==> src/rtl/fmpl_pkg.sv <==
package fmpl_pkg;

  localparam int unsigned NumMotors = 4;

  // reset values of the coefficient registers
  localparam logic [31:0] TorqueRst = 32'd562074549;
  localparam logic [31:0] CurSqRst  = 32'd34621422;
  localparam logic [31:0] SpdSqRst  = 32'd40898314;
  localparam logic [15:0] StaticRst = 16'd1045;
  localparam logic [14:0] CurLimRst = 15'd16000;

  localparam logic [21:0] EstMax = 22'h3FFFFF;

  // iteration counts of the back-end sequencer
  localparam logic [5:0] DivSteps  = 6'd59;
  localparam logic [5:0] MulSteps  = 6'd48;
  localparam logic [5:0] SqrtSteps = 6'd49;

  typedef enum logic [2:0] {
    CFG_TORQUE  = 3'd0,
    CFG_CUR_SQ  = 3'd1,
    CFG_SPD_SQ  = 3'd2,
    CFG_STATIC  = 3'd3,
    CFG_CUR_LIM = 3'd4
  } cfg_idx_t;

  typedef struct packed {
    logic [31:0] torque;
    logic [31:0] cur_sq;
    logic [31:0] spd_sq;
    logic [15:0] static_pw;
    logic [14:0] cur_lim;
  } cfg_t;

  // one classified request, as handed from the estimator to the solver
  typedef struct packed {
    logic [3:0][15:0] cur;
    logic [3:0][15:0] spd;
    logic [3:0][30:0] spd2;    // speed squared
    logic [3:0][33:0] pw;      // signed estimate, Q16
    logic [25:0]      budget;  // Q16
    logic [34:0]      total;   // Q16
    logic [21:0]      est;
    logic             scaled;
  } item_t;

endpackage

==> src/rtl/fmpl_queue.sv <==
module fmpl_queue (
  input  logic            clk,
  input  logic            rst_n,
  input  logic            push,
  input  fmpl_pkg::item_t din,
  output logic            full,
  input  logic            pop,
  output logic            valid,
  output fmpl_pkg::item_t dout
);

  fmpl_pkg::item_t mem_r [2];
  logic            wp_r, rp_r;
  logic [1:0]      cnt_r;

  assign full  = cnt_r == 2'd2;
  assign valid = cnt_r != 2'd0;
  assign dout  = mem_r[rp_r];

  always_ff @(posedge clk) begin
    if (!rst_n) begin
      wp_r  <= 1'b0;
      rp_r  <= 1'b0;
      cnt_r <= 2'd0;
    end else begin
      if (push) begin
        wp_r <= ~wp_r;
      end
      if (pop) begin
        rp_r <= ~rp_r;
      end
      cnt_r <= cnt_r + {1'b0, push} - {1'b0, pop};
    end
  end

  always_ff @(posedge clk) begin
    if (push) begin
      mem_r[wp_r] <= din;
    end
  end

endmodule

==> config.mk <==
export PLATFORM = sky130hd
export DESIGN_NAME = fmpl_queue
export DESIGN_NICKNAME = d
export VERILOG_FILES = /design/src/rtl/fmpl_pkg.sv /design/src/rtl/fmpl_queue.sv
export SDC_FILE = /design/constraint.sdc
export NUM_CORES = 1
export LEC_CHECK = 0
export BUFFER_PORTS_ARGS = -buffer_cell sky130_fd_sc_hd__buf_4
export CAP_MARGIN = 30
export CORE_AREA = 2 2 368 370
export CTS_CLUSTER_SIZE = 16
export DETAILED_ROUTE_END_ITERATION = 6
export DIE_AREA = 0 0 370 372
export HOLD_SLACK_MARGIN = 0.05
export PLACE_DENSITY = 0.5
export SYNTH_ARGS = -nofsm -noshare
export SYNTH_HDL_FRONTEND = slang
export SYNTH_SLANG_ARGS = --single-unit
==> constraint.sdc <==
create_clock -name clk -period 26.5 [get_ports clk]
set_input_delay 1.325 -clock clk [delete_from_list [all_inputs] [get_ports clk]]
set_output_delay 1.325 -clock clk [all_outputs]
set_load 0.01 [all_outputs]
=== Word-level counts from Yosys, hierarchy flattened ===
Memory sizes are Yosys's and may differ from the RTL's. A register that Yosys moved wholly into a read port is not among the register bits.
Index checks and enable logic that the tools add are counted.

* $add $sub $neg: 2
* Equality and inequality tests: 1
* Muxes and demuxes: 4
* Bitwise gates (word level): 2
* Reduce and logical (&&, ||, !) cells: 1

{| class="wikitable"
|+ Operator list
! kind !! count
|-
| $mux 1 || 4
|-
| $add 2x1->2 || 1
|-
| $eq 2x2->1 const B || 1
|-
| $not 1->1 || 2
|-
| $reduce_bool 2->1 || 1
|-
| $sub 2x1->2 || 1
|}

* Bits in registers: 4
* RAM bits: 944
* Bits of input ports: 476
* Output and inout port bits: 474
* Logic and storage cells: 14
* Memories: 1

{| class="wikitable"
|+ Memories
! memory !! words !! width !! rd ports !! clocked after Yosys merged registers in !! write ports !! RTL line !! text
|-
| mem_r || 2 || 472 || 1 || 1 || 1 || fmpl_queue.sv:12 || <nowiki>fmpl_pkg::item_t mem_r [2];</nowiki>
|}

=== Longest topological paths before layout ===
Gate-level depths: netlist (run 1).

* Depth after elaboration: 3
* Gate-level depth with buffers: 6
* Mapped depth without buffers: 6

=== Least setup slack after synthesis (run 1) ===
Ideal clock, no wire load.

* Path type: input -> register
* Start point: in push
* End point: reg wp_r
* Setup time: 156 ps
* Arrival: 23,005 ps
* Required time: 26,344 ps
* Path slack: 3,340 ps
* Stages: 2
* Path buffers: 0
* Cell sequence: nor2b_1 > o21a_1

{| class="wikitable"
|+ RTL lines
! what !! RTL line !! text
|-
| start: declaration || fmpl_queue.sv:4 || <nowiki>input logic push,</nowiki>
|-
| end signal: assignment || fmpl_queue.sv:27 || <nowiki>wp_r <= ~wp_r;</nowiki>
|-
| end: declaration || fmpl_queue.sv:13 || <nowiki>logic wp_r, rp_r;</nowiki>
|}

==> summary.md, run 1 <==
| Metric | Value |
|---|---|
| Arr. time, crit path | 4.10 ns |
| CORE AREA | about 0.13 mm² |
| First-pass GRT wire length | 126000 µm |
| Classification of the worst-slack hold path | reg2reg |
| DP Worst Slack | ~21 ns |
| Final period util | 0.205 |
| Vias in the first global route | 19035 |
| Total of endpoints with negative setup slack in the final report | 0 |
| Combinational group share of total power | 0.117 |
| Standby leakage power | 17.4 nW |
| Worst-path maximum fanout | 152 |
| Total of cells resized after clock tree synthesis | 0 |
| Layout cells sized above 1 | 0.614 |
| Number of fill cells in the layout | around 13000 |
| Synth Area per Inst | about 23 µm² |
| Count of TritonRoute iterations in the first routing pass | 7 |
| Mapped cell area | 0.0346 mm² |
| DR vias | 17837 |
| Vertical extent of the die | 372 µm |
| Core Rows | around 140 |
| Final number of max-transition violations | 0 |
| Highest ir drop seen on vdd | 0.0562 mV |
| Leading cell type in the layout, fill and taps excluded | buf_4 |
| Post-DR wirelength/cell | 21.0 µm |
| Max-cap viol count | 0 |
| Mapped Cells | 1490 |
| Area overhead of the layout relative to synthesis | 36.7% |
| Number of DRC markers after the initial detailed-route iteration | 1054 |
| Slew of the pin with the lowest slew margin | 1.11 ns |
| Seq. cell area | 0.0285 mm² |
| Maximum clock frequency | 184 MHz |
| Status | completed |
| Maximum number of pins on one net before global-route repair | about 150 |
| Detail Route Antenna Nets | 0 |
| Setup_tns | 0 ns |
| H-tree depth | 3 |
| Area of combinational cells with multiple inputs | 0.00575 mm² |
| DRC violation count after routing | 0 |
| Number of buffers inserted to repair setup after CTS | 0 |
| Startpoint of the lowest-slack hold path | rp_r |
| Average via count per standard cell | about 4.1 |
| Clock Power Share | 0.397 |
| Time the final worst path needs with I/O delays and setup | 5.42 ns |
| Buffers on Ports | around 950 |
| Setup repair after global routing missed its margin | false |
| Weighted congestion reported at the end of routability-driven placement | 0.781 |
| Reg power frac | 0.485 |
| Most frequent cells in the layout | buf_4, edfxtp_1, mux2_2 |
| Count of distinct cell types in the synthesized netlist | 15 |
| Top-level port count | 950 |
| Post-synthesis net count | 1968 |
| CTS tree | done |
| Startpoint type of the worst setup path | flip-flop |
| Req. time, crit path | about 25 ns |
| Critical path class | reg2out |
| Switching power share of the total | 0.220 |
| Clk Latency, worst-skew pair | 0.70 ns |
| RR Startpoint | wp_r |
| Post-DP HPWL | around 66000 µm |
| Areal power density over the cells | around 77 mW/mm² |
| Relative slew slack | 0.261 |
| Area of the die | between 0.1 and 0.15 mm² |
| Total number of nets in the final design | roughly 3000 |
| Seq/Total Area, Yosys | 0.822 |
| Internal power summed over all cells | 2.83 mW |
| Final worst-path setup slack | 21.08 ns |
| Overflow left after global routing | 0 |
| Clock Tree Buf Depth | 3 |
| Total CTS buffers | about 100 |
| Effective utilization at floorplan | 0.258 |
| Master cell of the clock root buffer | clkbuf_16 |
| Count of warnings emitted by yosys | 0 |
| Clk sink count | between 900 and 1000 |
| Hold-fix buffers, CTS | 0 |
| Total Wirelength | 92200 µm |
| Number of flip-flops and latches in the synthesized netlist | roughly 950 |
| Antenna violations before repair | 29 |
| Die outline width | approximately 370 µm |
| Clk_skew | 0.0188 ns |
| Kind of capture point of the worst setup path | output port |
| Total net switching power | between 0.7 and 0.8 mW |
| Overall fraction of global-route tracks in use | 0.127 |
| Clock-pin slew on the worst setup and hold paths | 0.06 ns |
| Final Hold Fails | 0 |
[power groups by stage]
stage	clock network, mW	registers [mW]	logic (mW)
final	1.44	1.76	0.426
after global routing	1.54	1.76	0.453
after CTS	1.49	1.76	0.433
after detailed placement	0	1.79	0.431
after global placement	0	1.79	0.426
after floorplan	0	1.83	0.200
[synth_stat cells (all sizes together)]
cell type | number | area share
edfxtp | 944 | 0.82
mux2 | 472 | 0.16
buf | 53 | 0.012
dfxtp | 5 | 0.0029
and2 | 4 | 0.00072
nor2b | 4 | 0.00072
ha | 2 | 0.00072
inv | 2 | 0.00022
o21a | 1 | 0.00022
or2 | 1 | 0.00018
xnor3 | 1 | 0.00065
xor2 | 1 | 0.00025
[layer usage]
layer | share of wire | up-vias | routed length [µm] | GRT usage
met5 | 0.0013 | - | 116 | 0
met4 | 0.031 | 18 | 2890 | 0.0521
met3 | 0.098 | 167 | 8990 | 0.0543
met2 | 0.52 | 715 | 48300 | 0.225
met1 | 0.35 | 8895 | 31900 | 0.130
li1 | - | 8042 | - | -
[cells by family after synthesis]
family | Yosys count | synth area share
adders and majority gates | 2 | 0.000723
and+or+nand+nor | 9 | 0.00163
AOI/OAI and AO/OA | 1 | 0.000217
buffers and inverters | 55 | 0.0119
muxes | 472 | 0.162
DFF | 949 | 0.822
xor gates and xnor gates | 2 | 0.000904
[area by class of cell]
| type | instances | share of cell area |
|---|---|---|
| antenna | 10 | 0.000529 |
| clock buffer | 129 | 0.0575 |
| clock inverter | 61 | 0.0149 |
| inverter | 2 | 0.000159 |
| multi-input combinational | 486 | 0.121 |
| sequential | 949 | 0.602 |
| tap | 1781 | 0.0471 |
| timing repair buffer | 971 | 0.157 |
[path summary, 6_finish.rpt]
kind	to	slack (ns)	depth (start not counted)
max	dout[140]	21.08	4
min	flip-flop	0.57	2
max reg2reg	mem_r[1][144]	21.80	6
min reg2reg	flip-flop	0.57	2
[sequential cells by signal, summed over array words and instances (netlist names), named ones only]
name,cells
mem_r,944
wp_r,1
rp_r,1
cnt_r,2
[per-stage QoR]
step	std cells	utilization	instance area [µm²]	total power [mW]	hold slack, ns
detailed placement	4186	0.326	43800	2.22	0.569
global placement	4184	0.326	43700	2.21	0.566
floorplan	1490	-	34600	2.03	0.555
finish	4389	0.352	47300	3.62	0.574
global route	4388	0.352	47300	3.76	0.599
CTS	4376	0.351	47200	3.69	0.578
[worst max-delay path, cell delays in order (launching register included)]
cell and delay (ns):
dfxtp_4 0.90, buf_12 0.61, buf_12 0.52, mux2_2 0.49
buf_4 0.17
Note: power is estimated with default switching activity, not from simulation.
==> inputs of run 2 (changes only) <==
Settings changed: ABC_AREA from default to 1.
Clock period 26.5 ns to 5.7 ns, I/O delays scaled along.
==> run 2 against run 1 <==
  * Clock skew is 0.0030 ns higher
  * Critical path type unchanged
  * First-iteration DRC count is 0.38% lower
  * Critical endpoint is now dout[381]
  * Combinational power grew to 4.9 times the previous value
==> summary.md, run 2 <==
| Metric | Value |
|---|---|
| Post-DP HPWL | 74400 µm |
| Kind of capture point of the worst setup path | output port |
| Biggest register | mem_r |
| Req. time, crit path | 5.41 ns |
| Worst-path maximum fanout | 104 |
| Classification of the worst-slack hold path | in2reg |
| Startpoint type of the worst setup path | flip-flop |
| Largest area contributor in the netlist | edfxtp_1 |
| Endpoint of the most critical register-to-register path | mem_r[0][252] |
| Count of distinct cell types in the synthesized netlist | 13 |
| Clk Latency, worst-skew pair | 0.68 ns |
| Highest ir drop seen on vdd | 0.231 mV |
| Final Hold Fails | 0 |
| Cell-by-cell trace of the critical path | buf_12 > mux2_2 > buf_4 |
| Max-cap viol count | 0 |
| Clk sink count | 949 |
| Maximum number of pins on one net before global-route repair | around 150 |
| Area of the die | 0.138 mm² |
| Total power of the final layout | 16.7 mW |
| Post-DR wirelength/cell | 21.2 µm |
| Clock Power Share | 0.383 |
| Maximum single-stage delay on the critical path | slightly above 0.9 ns |
| Detail Route Antenna Nets | 0 |
| Arr. time, crit path | around 3.0 ns |
| CORE AREA | between 0.1 and 0.15 mm² |
| Final period util | 0.567 |
| Slowest library cell on the worst path | dfxtp_4 |
| Relative slew slack | 0.209 |
| Top post-synthesis cells by area | edfxtp_1, mux2_2, mux2_4, buf_4, buf_6 |
| Reg power frac | 0.491 |
| Clock Tree Buf Depth | 3 |
| Setup repair after global routing missed its margin | false |
| Layout cells sized above 1 | 0.515 |
| Dominant register cell in the synthesized netlist | edfxtp_1 |
| Master cell of the clock root buffer | clkbuf_16 |
| RR Startpoint | wp_r |
| Vias in the first global route | 21634 |
| Count of cell instances traversed by the critical path | 3 |
| Most frequent cell after synthesis | edfxtp_1 |
| Category of cells accounting for the largest share of critical-path delay | flip-flops |
| CTS tree | done |
| Status | completed |
| Internal power summed over all cells | between 10 and 15 mW |
| Clk_skew | 0.0218 ns |
| Number of DRC markers after the initial detailed-route iteration | 1050 |
| Overflow left after global routing | 0 |
| Number of fill cells in the layout | approximately 12000 |
| Time the final worst path needs with I/O delays and setup | 3.23 ns |
| First-pass GRT wire length | approximately 140000 µm |
| Slew of the pin with the lowest slew margin | roughly 1.2 ns |
| Total Wirelength | 103000 µm |
| Number of cell instances on the worst register-to-register path | 3 |
| Termination of the worst setup path | dout[381] |
| DR vias | 19788 |
| Total of endpoints with negative setup slack in the final report | 0 |
| Mapped cell area | 0.0346 mm² |
| Final number of max-transition violations | 0 |
| Buffer and inverter count on the worst path | 2 |
| Async SR Flop Fraction | 0 |
| Maximum clock frequency | 309 MHz |
| Max FFs per register | about 940 |
| Number of flip-flops and latches in the synthesized netlist | 949 |
| Count of TritonRoute iterations in the first routing pass | 5 |
| Antenna violations before repair | 31 |
| Switching power share of the total | 0.227 |
| Clock-pin slew on the worst setup and hold paths | 0.06 ns |
| Leading cell type in the layout, fill and taps excluded | buf_4 |
| Total CTS buffers | 104 |
| Seq/Total Area, Yosys | 0.822 |
| Number of flops mapped to enable cells by yosys | 944 |
| DRC violation count after routing | 0 |
| Finished Core Util | 0.386 |
| Final Cell Area | 0.0519 mm² |
| Total number of nets in the final design | about 3500 |
| Mapped Cells | 1502 |
| Standby leakage power | between 15 and 20 nW |
| Overall fraction of global-route tracks in use | 0.143 |
| Effective utilization at floorplan | 0.258 |
| Most frequent cells in the layout | buf_4, edfxtp_1, dlygate4sd3_1 |
| Commonest cells in the synthesized netlist | edfxtp_1, mux2_2, mux2_4 |
| Registers with the most flip-flops | mem_r (944), cnt_r (2) |
| Post-placement cell area | around 0.044 mm² |
| Share of Yosys cell area claimed by the top area cell type | 0.820 |
| Core Rows | roughly 140 |
| Total net switching power | 3.79 mW |
| Synth Area per Inst | between 20 and 25 µm² |
| Count of warnings emitted by yosys | 0 |
| Average via count per standard cell | 4.05 |
| R2R setup slack | 3.57 ns |
| Area overhead of the layout relative to synthesis | 50.0% |
| Critical path class | reg2out |
| Die outline width | 370 µm |
| Vertical extent of the die | between 300 and 400 µm |
| Top-level port count | 950 |
| H-tree depth | 3 |
| Final hold slack | just over 0.3 ns |
| Buffers on Ports | 949 |
| Combinational group share of total power | 0.126 |
| Areal power density over the cells | 322 mW/mm² |
| Post-synthesis net count | 1980 |
| Weighted congestion reported at the end of routability-driven placement | approximately 0.84 |
-- run 2: final cells by class --
cell class,instances,area [µm²],share of cell area
diodes,13,32.5,0.000627
clock buffers,131,2750,0.0529
clock inverters,60,498,0.00960
inverters,7,32.5,0.000627
multi-input cells,493,5720,0.110
flip-flops and latches,949,28500,0.548
well taps,1781,2230,0.0430
repair buffers,1448,12200,0.234
-- run 2: worst min path at each step --
stage               startpoint             to  slack, ns  cells after the start
detailed placement    din[118]  mem_r[1][118]       0.47                      1
global placement      din[114]  mem_r[0][114]       0.47                      1
CTS                    din[56]   mem_r[1][56]       0.22                      2
floorplan                rst_n       cnt_r[0]       0.38                      2
global route           din[86]   mem_r[1][86]       0.25                      2
finish                din[209]  mem_r[1][209]       0.31                      2
-- run 2: per-layer routing --
metal  track usage  routed length (µm)  share of wire
met1         0.149               37100           0.36
met4        0.0501                3400          0.033
met2         0.262               54200           0.52
met5             0                 175         0.0017
met3        0.0512                8450          0.082
-- run 2: cell families after synthesis --
logic type / after synthesis / share of synthesized area
AO/OA/AOI/OAI: 1 / 0.000145
buffers and inverters: 60 / 0.0124
adder cells (fa/ha/maj): 2 / 0.000723
multiplexers: 472 / 0.162
AND/OR/NAND/NOR: 18 / 0.00199
flip-flops: 949 / 0.822
-- run 2: through the flow --
stage / setup slack [ns] / TNS (ns) / cells
after floorplan: -2.19 / -1979.27 / 1502
after global placement: 3.13 / 0 / 4202
after detailed placement: 3.11 / 0 / 4202
after CTS: 2.33 / 0 / 4869
after global routing: 2.28 / 0 / 4881
final: 2.47 / 0 / 4882
-- run 2: timing repair --
item                                    CTS  global route
hold endpoints to repair                949             0
resized for setup                         0             0
endpoints found under the setup margin    0             0
buffers inserted                          0             0
hold buffers                            476             0
-- run 2: worst reg2reg max path, delay by kind of cell, from the launching register on --
family / cells / cell delay, ns
buf+inv: 2 / 1.23
flops: 1 / 0.34
simple gates: 1 / 0.11
-- run 2: power groups by stage --
stage	sequential (mW)	clock [mW]	combinational, mW
global placement	8.34	0	1.81
global route	8.23	6.87	2.23
floorplan	8.39	0	0.803
CTS	8.21	6.61	2.14
finish	8.20	6.40	2.10
detailed placement	8.35	0	1.83
